===== src/aolq_pkg.sv =====
package aolq_pkg;

  // Field widths of the item and result beats.
  localparam int NODE_W    = 16;
  localparam int COST_W    = 16;
  localparam int H_W       = 9;
  localparam int RES_W     = 8;
  localparam int POS_W     = 8;
  localparam int CFG_W     = 8;
  localparam int CFG_IDX_W = 2;
  localparam int PLC_W     = 2;
  localparam int OCC_W     = 7;

  // Action codes of an input beat.
  localparam logic ACT_INSERT = 1'b0;
  localparam logic ACT_POP    = 1'b1;

  // Configuration register indexes.
  localparam logic [CFG_IDX_W-1:0] CFG_TARGET_X  = 2'd0;
  localparam logic [CFG_IDX_W-1:0] CFG_TARGET_Y  = 2'd1;
  localparam logic [CFG_IDX_W-1:0] CFG_BASE_COST = 2'd2;

  localparam logic [CFG_W-1:0] BASE_COST_RESET = 8'd10;

  // Where an inserted node landed in the sorted store.
  typedef enum logic [PLC_W-1:0] {
    PLC_FRONT   = 2'd0,
    PLC_BACK    = 2'd1,
    PLC_GREATER = 2'd2,
    PLC_TIE     = 2'd3
  } placement_t;

  // One stored entry of the open list.
  typedef struct packed {
    logic [NODE_W-1:0] node;
    logic [COST_W-1:0] g;
    logic [H_W-1:0]    h;
    logic [COST_W-1:0] f;
  } entry_t;

  // Node with its computed costs, as produced by the cost unit.
  typedef struct packed {
    logic [NODE_W-1:0] node;
    logic [COST_W-1:0] g;
    logic [H_W-1:0]    h;
    logic [COST_W-1:0] f;
    logic              reached;
  } key_t;

  // What a cell loads in the write cycle.
  typedef enum logic [1:0] {
    OP_HOLD,
    OP_LOAD,
    OP_LEFT,
    OP_RIGHT
  } cell_op_t;

  // Compare results of a cell against the key being inserted.
  typedef struct packed {
    logic gt;
    logic eq;
    logic hge;
  } cell_flags_t;

  typedef enum logic [1:0] {
    ST_IDLE,
    ST_KEY,
    ST_CMP,
    ST_WRITE
  } state_t;

endpackage


===== src/aolq_cell.sv =====
module aolq_cell (
  input  logic                        clk,
  input  aolq_pkg::cell_op_t          op,
  input  logic                        cmp_en,
  input  aolq_pkg::entry_t            new_ent,
  input  aolq_pkg::entry_t            left_ent,
  input  aolq_pkg::entry_t            right_ent,
  input  logic [aolq_pkg::COST_W-1:0] key_f,
  input  logic [aolq_pkg::H_W-1:0]    key_h,
  output aolq_pkg::entry_t            ent,
  output aolq_pkg::cell_flags_t       flags
);
  import aolq_pkg::*;

  entry_t      ent_r, ent_nxt;
  cell_flags_t flags_r, flags_nxt;

  // Entry source: keep, take the new node, or shift from a neighbor.
  always_comb begin
    unique case (op)
      OP_HOLD:  ent_nxt = ent_r;
      OP_LOAD:  ent_nxt = new_ent;
      OP_LEFT:  ent_nxt = left_ent;
      OP_RIGHT: ent_nxt = right_ent;
      default:  ent_nxt = ent_r;
    endcase
  end

  // Local compare of the held entry against the key.
  always_comb begin
    flags_nxt.gt  = ent_r.f > key_f;
    flags_nxt.eq  = ent_r.f == key_f;
    flags_nxt.hge = ent_r.h >= key_h;
  end

  always_ff @(posedge clk) begin
    ent_r <= ent_nxt;
    if (cmp_en) begin
      flags_r <= flags_nxt;
    end
  end

  assign ent   = ent_r;
  assign flags = flags_r;

endmodule


===== config.mk =====
export PLATFORM = sky130hd
export DESIGN_NAME = aolq_cell
export DESIGN_NICKNAME = d
export VERILOG_FILES = /design/src/aolq_pkg.sv /design/src/aolq_cell.sv
export SDC_FILE = /design/constraint.sdc
export NUM_CORES = 1
export LEC_CHECK = 0
export ABC_CLOCK_PERIOD_IN_PS = 2350
export BUFFER_PORTS_ARGS = -buffer_cell sky130_fd_sc_hd__buf_2
export CORE_AREA = 2 2 100 102
export CTS_BUF_LIST = sky130_fd_sc_hd__clkbuf_16
export DETAILED_ROUTE_END_ITERATION = 6
export DIE_AREA = 0 0 102 104
export MAX_ROUTING_LAYER = met4
export PLACE_DENSITY = 0.76
export SYNTH_ARGS = -nofsm -noshare
export SYNTH_HDL_FRONTEND = slang
export SYNTH_SLANG_ARGS = --single-unit
export TNS_END_PERCENT = 1

===== constraint.sdc =====
create_clock -name clk -period 2.35 [get_ports clk]
set_input_delay 0.1175 -clock clk [delete_from_list [all_inputs] [get_ports clk]]
set_output_delay 0.1175 -clock clk [all_outputs]
set_load 0.01 [all_outputs]

==> metrics.txt <==
Synth top area share=49.8%; CP startpoint kind=register; Switching Fraction=25.8%; grt total ovfl=0; Worst Path Max Fanout=3; status=finished, final reports clean; register area share after synthesis=49.8%; crit-path cells=ha_1, nand4_2, nor4_2, and4_2, a31oi_2; flop and latch count out of synthesis=60; H-tree depth=3; Post-synth top cells=a21oi_1, edfxtp_1, nor2_1, mux2i_1; via count=about 3400; area growth from synthesis to layout=47.5%; Sequential cell area=1800 sq um; First DRT Iteration DRCs=68; largest net degree at the start of global routing=65; CP Class=register to register; area of the multi-input gates=1620 sq um; post-CTS setup buffers=0; Clock power frac=a little under two fifths; later-pin clock latency in the skew report=310 ps; Overall Global Routing Usage=20.3%; Worst R2R Setup Slack=560 ps; VDD IR max=around 0.00039 V; Tcrit/Tclk final=76.0%; Post-Synth XOR/XNOR Area=0%; post-synthesis cell count=around 340; post-DP HPWL=between 8000 and 9000 um; # nets final=818; r2r startpoint=ent[15]$_DFFE_PP_; TritonCTS clock tree=done; slowest CP cell=edfxtp_1; Tightest Pin Transition=roughly 460 ps; CTS hold repair buffers=0; post_cts resized=0; Synth Area in Adders=8.65%; count of buffers from port buffering=259; Comb pwr share=22.2%; Hold Violations, Final=0; Rows=36; Synth Area in Compound Gates=11.3%; mapped cell area=3620 sq um; Int Pwr=0.00249 W; I/O pins=260; Hold Crit Start=cmp_en; vias in the first global route=3534; Req. time, crit path=about 2400 ps; Core ar.=9550 sq um; CP endpoint kind=register; sw power=0.000864 W; mux contribution to synthesized area=15.8%; share of flip-flops with an asynchronous set or reset=0%; Detail Route Antenna Nets=0; worst clock skew=4.92 ps; top-count cell post-synth=a21oi_1; Main synth FF type=edfxtp_1; crit-path max cell delay=400 ps; Setup violations, final=0; arrival time at the worst endpoint=1840 ps; router iterations before antenna repair=4; die area=10600 sq um; worst slack, placed=565 ps; setup TNS=0 ps; warnings from Yosys=0; DRC=0; Pwr per Cell Area=approximately 630 nW/um^2; fin. max-slew vios=0; Slew headroom=69.1%; number of CTS-inserted buffers=9; die width=102 um; EDFF count, synth=60; main combinational cell family by area after synthesis=multiplexers; leak pwr=2.73 nW; clk slew on worst S/H paths=50 ps; Mean Syn Cell Area=approximately 11 sq um; Flop pwr share=40.9%; RD Place Congestion=0.946; WL per Instance=14.1 um; Mapped Nets=562; clock tree buffer depth=2; synth unique cells=28; Root Buffer=clkbuf_16; Yosys top cell by area=edfxtp_1; Chip Height=104 um; layout cells sized above 1=47.7%; initial core utilization=roughly 38%; crit path from=ent[15]$_DFFE_PP_; Via density=between 4 and 5; maxcap violations=0; largest cells by area after synthesis=edfxtp_1, mux2i_1, a21oi_1; initial antenna violation count=0; Worst Setup Slack, final=563 ps; # diodes=0; Sink Count=60; fillers=845; HP Class=primary input to register; min cycle time layout=~1800 ps; RSZ-0062 raised after global routing=false; Max Fclk=approximately 560 MHz; simple-gate portion of the synthesized area=9.00%; global-route wire length before repair=16300 um; routed wire length=10300 um
## cell type report
cell class	instances	share of cell area (%)
flip-flops and latches	60	33.8
inverters	25	1.76
clock buffers	9	4.22
well taps	133	3.12
multi-input cells	232	30.3
clock inverters	7	1.08
repair buffers	265	25.7
## worst paths after layout
| path | to | cells past startpoint |
|---|---|---|
| setup reg to reg | flags[2]$_DFFE_PP_ | 5 |
| hold reg to reg | flags[0]$_DFFE_PP_ | 3 |
| hold / removal | flags[2]$_DFFE_PP_ | 1 |
| setup / recovery | flags[2]$_DFFE_PP_ | 5 |
## power groups by stage
stage	combinational, W	sequential (W)	clock [W]
2_1_floorplan	0.000302	0.00146	0
3_3_place_gp	0.000722	0.00139	0
3_5_place_dp	0.000752	0.00139	0
4_1_cts	0.000755	0.00137	0.00127
5_1_grt	0.000834	0.00139	0.00131
6_report	0.000746	0.00137	0.00124
## layer usage
metal	GRT usage, %	part of all wire (%)
met1	21.3	38
met2	36.7	53
met3	4.44	7.3
met4	7.71	2.1
met5	-	0
## cells by family after synthesis
kind of cell               after synthesis
and+or+nand+nor                         75
muxes                                   57
DFF                                     60
AOI/OAI and AO/OA                       75
adders and majority gates               25
buffers and inverters                   45
## flip-flops by register name (all words and copies together) (netlist names)
register / cells
flags: 3
ent: 57
## layout by cell type, fill, tap and decap left out, drive strengths merged
| cell | n |
|---|---|
| buf | 265 |
| a21oi | 64 |
| edfxtp | 60 |
| nor2 | 59 |
| mux2i | 57 |
| inv | 25 |
| ha | 25 |
| clkbuf | 9 |
| clkinv | 6 |
| nand2 | 4 |
| nand4 | 4 |
| o21ai | 3 |
| a21o | 3 |
| nand3 | 2 |
| or2 | 1 |
| nand2b | 1 |
| a211oi | 1 |
| o311a | 1 |
| nor4 | 1 |
| and2 | 1 |
| and4 | 1 |
| nor2b | 1 |
| a21bo | 1 |
| a221oi | 1 |
| a31oi | 1 |
| bufinv | 1 |
## worst max-delay path, delay by kind of cell, from the launching register on
kind | cells | cell delay [ps]
flops | 1 | 400
simple gates | 3 | 760
fa+ha+maj | 1 | 330
compound gates | 1 | 40
## through the flow
step           power (W)  utilization, %  hold WS (ps)  std cells  area, sq um
6_report         0.00336            55.8          78.8        731         5330
5_1_grt          0.00353            55.8          61.1        731         5330
4_1_cts          0.00340            55.8          58.7        731         5330
3_5_place_dp     0.00215            52.9           393        715         5050
3_3_place_gp     0.00211            52.9           385        715         5050
2_1_floorplan    0.00176               -           230        337         3620
(Power assumes the default switching activity.)
