<file path="src/aolq_pkg.sv">
package aolq_pkg;

  // Field widths of the item and result beats.
  localparam int NODE_W    = 16;
  localparam int COST_W    = 16;
  localparam int H_W       = 9;
  localparam int RES_W     = 8;
  localparam int POS_W     = 8;
  localparam int CFG_W     = 8;
  localparam int CFG_IDX_W = 2;
  localparam int PLC_W     = 2;
  localparam int OCC_W     = 7;

  // Action codes of an input beat.
  localparam logic ACT_INSERT = 1'b0;
  localparam logic ACT_POP    = 1'b1;

  // Configuration register indexes.
  localparam logic [CFG_IDX_W-1:0] CFG_TARGET_X  = 2'd0;
  localparam logic [CFG_IDX_W-1:0] CFG_TARGET_Y  = 2'd1;
  localparam logic [CFG_IDX_W-1:0] CFG_BASE_COST = 2'd2;

  localparam logic [CFG_W-1:0] BASE_COST_RESET = 8'd10;

  // Where an inserted node landed in the sorted store.
  typedef enum logic [PLC_W-1:0] {
    PLC_FRONT   = 2'd0,
    PLC_BACK    = 2'd1,
    PLC_GREATER = 2'd2,
    PLC_TIE     = 2'd3
  } placement_t;

  // One stored entry of the open list.
  typedef struct packed {
    logic [NODE_W-1:0] node;
    logic [COST_W-1:0] g;
    logic [H_W-1:0]    h;
    logic [COST_W-1:0] f;
  } entry_t;

  // Node with its computed costs, as produced by the cost unit.
  typedef struct packed {
    logic [NODE_W-1:0] node;
    logic [COST_W-1:0] g;
    logic [H_W-1:0]    h;
    logic [COST_W-1:0] f;
    logic              reached;
  } key_t;

  // What a cell loads in the write cycle.
  typedef enum logic [1:0] {
    OP_HOLD,
    OP_LOAD,
    OP_LEFT,
    OP_RIGHT
  } cell_op_t;

  // Compare results of a cell against the key being inserted.
  typedef struct packed {
    logic gt;
    logic eq;
    logic hge;
  } cell_flags_t;

  typedef enum logic [1:0] {
    ST_IDLE,
    ST_KEY,
    ST_CMP,
    ST_WRITE
  } state_t;

endpackage

</file>
<file path="src/aolq_key.sv">
module aolq_key #(
  parameter int COORD_BITS = 8
) (
  input  logic                       clk,
  input  logic                       ld_in,
  input  logic                       ld_cost,
  input  logic [aolq_pkg::NODE_W-1:0] node_id,
  input  logic [aolq_pkg::COST_W-1:0] parent_g,
  input  logic [aolq_pkg::RES_W-1:0]  resistance,
  input  logic [aolq_pkg::POS_W-1:0]  node_x,
  input  logic [aolq_pkg::POS_W-1:0]  node_y,
  input  logic [aolq_pkg::POS_W-1:0]  target_x,
  input  logic [aolq_pkg::POS_W-1:0]  target_y,
  input  logic [aolq_pkg::CFG_W-1:0]  base_cost,
  output aolq_pkg::key_t              key
);
  import aolq_pkg::*;

  // Coordinates are compared in their low bits only.
  localparam int CW = (COORD_BITS < POS_W) ? COORD_BITS : POS_W;

  logic [CW-1:0]     nx, ny, tx, ty, dx, dy;
  logic [NODE_W-1:0] node_r;
  logic [COST_W-1:0] pg_r;
  logic [COST_W-1:0] prod_r, prod_nxt;
  logic [H_W-1:0]    h_r, h_nxt;
  logic              reached_r, reached_nxt;
  logic [COST_W:0]   g_sum, f_sum;
  logic [COST_W-1:0] g_sat, f_sat;
  key_t              key_r, key_nxt;

  // First stage: step cost product, Manhattan distance and target test.
  always_comb begin
    nx          = node_x[CW-1:0];
    ny          = node_y[CW-1:0];
    tx          = target_x[CW-1:0];
    ty          = target_y[CW-1:0];
    dx          = (nx > tx) ? (nx - tx) : (tx - nx);
    dy          = (ny > ty) ? (ny - ty) : (ty - ny);
    h_nxt       = H_W'(dx) + H_W'(dy);
    reached_nxt = (nx == tx) && (ny == ty);
    prod_nxt    = COST_W'(base_cost) * COST_W'(resistance);
  end

  always_ff @(posedge clk) begin
    if (ld_in) begin
      node_r    <= node_id;
      pg_r      <= parent_g;
      prod_r    <= prod_nxt;
      h_r       <= h_nxt;
      reached_r <= reached_nxt;
    end
  end

  // Second stage: saturating g and f. On the target h is zero, so f equals g.
  always_comb begin
    g_sum   = {1'b0, pg_r} + {1'b0, prod_r};
    g_sat   = g_sum[COST_W] ? {COST_W{1'b1}} : g_sum[COST_W-1:0];
    f_sum   = {1'b0, g_sat} + (COST_W + 1)'(h_r);
    f_sat   = f_sum[COST_W] ? {COST_W{1'b1}} : f_sum[COST_W-1:0];
    key_nxt = '{node: node_r, g: g_sat, h: h_r, f: f_sat, reached: reached_r};
  end

  always_ff @(posedge clk) begin
    if (ld_cost) begin
      key_r <= key_nxt;
    end
  end

  assign key = key_r;

endmodule

</file>
<file path="config.mk">
export PLATFORM = sky130hd
export DESIGN_NAME = aolq_key
export DESIGN_NICKNAME = d
export VERILOG_FILES = /design/src/aolq_pkg.sv /design/src/aolq_key.sv
export SDC_FILE = /design/constraint.sdc
export NUM_CORES = 1
export LEC_CHECK = 0
export ABC_AREA = 1
export ABC_CLOCK_PERIOD_IN_PS = 6300
export BUFFER_PORTS_ARGS = -buffer_cell sky130_fd_sc_hd__buf_2
export CORE_ASPECT_RATIO = 0.9
export CORE_MARGIN = 1
export CORE_UTILIZATION = 45
export CTS_BUF_LIST = sky130_fd_sc_hd__clkbuf_8
export CTS_CLUSTER_DIAMETER = 100
export DETAILED_ROUTE_END_ITERATION = 10
export HOLD_SLACK_MARGIN = 0.15
export PLACE_DENSITY = 0.68
export SYNTH_ARGS = -nofsm -noshare
export SYNTH_HDL_FRONTEND = slang
export SYNTH_SLANG_ARGS = --single-unit
</file>
<file path="constraint.sdc">
create_clock -name clk -period 6.3 [get_ports clk]
set_input_delay 0 -clock clk [delete_from_list [all_inputs] [get_ports clk]]
set_output_delay 0 -clock clk [all_outputs]
set_load 0.005 [all_outputs]
</file>
==> impl_metrics.env <==
export IMPL_path_max_fanout=8
export IMPL_layout_common_cells="nand2_1 (234), inv_1 (229), buf_2 (140)"
export IMPL_routed_wl_um=18870
export IMPL_syn_area_mm2=0.009112
export IMPL_slew_headroom_pct=51.72
export IMPL_route_detailed_drc=36
export IMPL_worst_pin_slew_ns=0.7242
export IMPL_wire_per_inst_um=12.85
export IMPL_rows=49
export IMPL_hpwl_um=15120
export IMPL_hold_viol_final=0
export IMPL_cts_tree="built"
export IMPL_final_common_cell="nand2_1"
export IMPL_violations="DRC"
export IMPL_fin_nets=1423
export IMPL_critPathKind="in2reg"
export IMPL_gp_congestion=0.8848
export IMPL_max_clock_freq_mhz=246.7
export IMPL_finalSetupViolCount=0
export IMPL_gr_usage_all_layers_pct=18.99
export IMPL_period_share_pct=64.33
export IMPL_synth_warnings=0
export IMPL_grt_max_degree=59
export IMPL_tns_ns=0
export IMPL_required_ns=6.47
export IMPL_post_cts_buffers=0
export IMPL_antenna_found_initial=2
export IMPL_ff2ff_path_depth=22
export IMPL_die_width_um=152
export IMPL_yosysUniqueCellTypes=36
export IMPL_drt_pass1_iter_count=8
export IMPL_ir_drop_v=0.0001892
export IMPL_clk_pin_slew_ns=0.07
export IMPL_die_y_um=137
export IMPL_end_kind="flip-flop"
export IMPL_cts_root_buf="clkbuf_8"
export IMPL_cp_arrival_ns=4.22
export IMPL_cts_sinks=116
export IMPL_dieArea_mm2=0.02082
export IMPL_synth_seq_cells=116
export IMPL_fillers=1818
export IMPL_ys_flop_type="edfxtp_1"
export IMPL_num_vias=6996
export IMPL_htreeDepth=4
export IMPL_maxCapViolCount=0
export IMPL_critPathLaunchType="input pin"
export IMPL_final_max_slew_viol_count=0
export IMPL_rsz0062_at_grt="no"
export IMPL_cts_buffers=17
export IMPL_portBuffers=140
export IMPL_worstSkewPairLatency_ns=0.42
export IMPL_layout_drive_gt1_share_pct=17.42
export IMPL_grt_pass1_wl_um=31340
export IMPL_synth_edf_count=116
export IMPL_hold_path_class="in2reg"
export IMPL_initial_utilization_pct=45.73
export IMPL_cts_repair_resized=0
export IMPL_vias_per_cell=4.766
export IMPL_drtAntennaViolNets=0
export IMPL_ys_seq_area_share_pct=38.23
export IMPL_p_per_area_mw_per_mm2=383.5
export IMPL_hold_ws_ns=0.1987
export IMPL_status="complete, but fails checks"
export IMPL_synth_nets=1245
export IMPL_async_flop_share_pct=0
export IMPL_core_area_mm2=0.01993
export IMPL_leakagePower_nw=5.724
export IMPL_cts_buffer_depth=2
export IMPL_avgSynthCellArea_um2=8.934
export IMPL_area_delta_synth_final_pct=19.02
export IMPL_layout_min_cycle_time_ns=4.053
export IMPL_hold_path_cell_count=4
export IMPL_syn_inst=1020
export IMPL_r2r_slack_ns=2.50
export IMPL_grt_pass1_vias=6702
export IMPL_clock_skew_ns=0.008288
export IMPL_drt_iter0_drc=356
export IMPL_grt_overflow=0
export IMPL_ioPinCount=141
==> cells in the mapped netlist, types with 2 or more instances <==
| cell | count | area share (%) |
|---|---|---|
| nor3_1 | 4 | 0.22 |
| mux2_2 | 4 | 0.49 |
| and2_1 | 2 | 0.14 |
| a21o_1 | 2 | 0.16 |
| o21ai_0 | 31 | 1.7 |
| ha_1 | 99 | 14 |
| a31oi_1 | 2 | 0.14 |
| buf_2 | 3 | 0.16 |
| clkbuf_1 | 15 | 0.62 |
| xnor2_1 | 16 | 1.5 |
| a21boi_0 | 2 | 0.16 |
| nor2_1 | 35 | 1.4 |
| o211ai_1 | 2 | 0.16 |
| a21oi_1 | 57 | 3.1 |
| nand4_1 | 10 | 0.69 |
| inv_2 | 5 | 0.21 |
| xor2_1 | 29 | 2.8 |
| or2_2 | 11 | 0.76 |
| edfxtp_1 | 116 | 38 |
| o2111ai_1 | 3 | 0.29 |
| o221ai_1 | 5 | 0.48 |
| nand2_1 | 234 | 9.6 |
| nand3_1 | 39 | 2.1 |
| inv_1 | 229 | 9.4 |
| fa_1 | 43 | 9.4 |
| nand3_2 | 6 | 0.66 |
| nand2_2 | 7 | 0.48 |
==> final timing paths <==
kind | startpoint | end
setup / recovery | base_cost[1] | prod_r[13]
hold / removal | target_x[0] | h_r[0]
setup reg to reg | pg_r[0] | key[6]
hold reg to reg | node_r[12] | key[54]
==> routing by layer <==
layer | share of wire [%] | up-vias | track usage (%)
met3 | 4.9 | 25 | 3.072
met2 | 45 | 203 | 31.51
li1 | - | 3607 | -
met5 | 0 | - | 0
met4 | 1.3 | 0 | 6.689
met1 | 49 | 3161 | 25.38
==> cells by family (layout without fill, tap and decap cells) <==
family	count (synthesis)	in the layout	synth area share, %
flops	116	116	38.23
other cells	0	2	0
xor+xnor	45	45	4.325
mux	4	4	0.4943
fa+ha+maj	142	142	23.04
buf+inv	253	444	10.54
compound gates	106	106	6.494
simple gates	354	354	16.88
==> flip-flops by register name, summed over array words and instances (netlist names) <==
name       cells
h_r            9
key           58
node_r        16
pg_r          16
prod_r        16
reached_r      1
==> critical path, cell delays in order <==
cell	delay (ns)
dlygate4sd3_1	0.53
buf_2	0.17
nand2_1	0.07
inv_1	0.05
fa_1	0.46
fa_1	0.55
inv_1	0.05
fa_1	0.46
fa_1	0.54
inv_1	0.04
ha_1	0.35
nand2_1	0.08
o21ai_0	0.34
a31oi_1	0.20
o21ai_0	0.24
xor2_1	0.09
==> final cells by class <==
| class | instances | area (um2) | share of cell area, % |
|---|---|---|---|
| diodes | 2 | 5.005 | 0.04615 |
| clock buffers | 17 | 234.0 | 2.157 |
| clock inverters | 15 | 181.4 | 1.673 |
| inverters | 234 | 878.3 | 8.099 |
| multi-input cells | 651 | 4668 | 43.04 |
| flip-flops and latches | 116 | 3483 | 32.12 |
| well taps | 255 | 319.1 | 2.942 |
| repair buffers | 178 | 1076 | 9.922 |
==> power by group <==
| group | switching [mW] | internal [mW] | leakage [nW] |
|---|---|---|---|
| Clock | 0.310 | 0.394 | 0.208 |
| Sequential | 0.0716 | 1.19 | 1.12 |
| Combinational | 1.31 | 0.882 | 4.39 |
| Total | 1.69 | 2.47 | 5.72 |
==> what timing repair did <==
action | CTS | global route
hold buffers | 36 | 0
hold endpoints to repair | 34 | 0
setup endpoints to repair | 0 | 0
==> metrics by stage <==
step | cell area (um2) | power, mW | worst slack (ns) | cells | util, %
finish | 10850 | 4.159 | 2.247 | 1468 | 54.43
global route | 10850 | 4.552 | 1.993 | 1468 | 54.43
floorplan | 9112 | 2.904 | 2.510 | 1020 | -
CTS | 10840 | 4.187 | 2.282 | 1466 | 54.41
detailed placement | 10060 | 3.447 | 2.354 | 1398 | 50.51
global placement | 10060 | 3.395 | 2.429 | 1398 | 50.51
No activity file was read; power rests on OpenSTA's default activity.
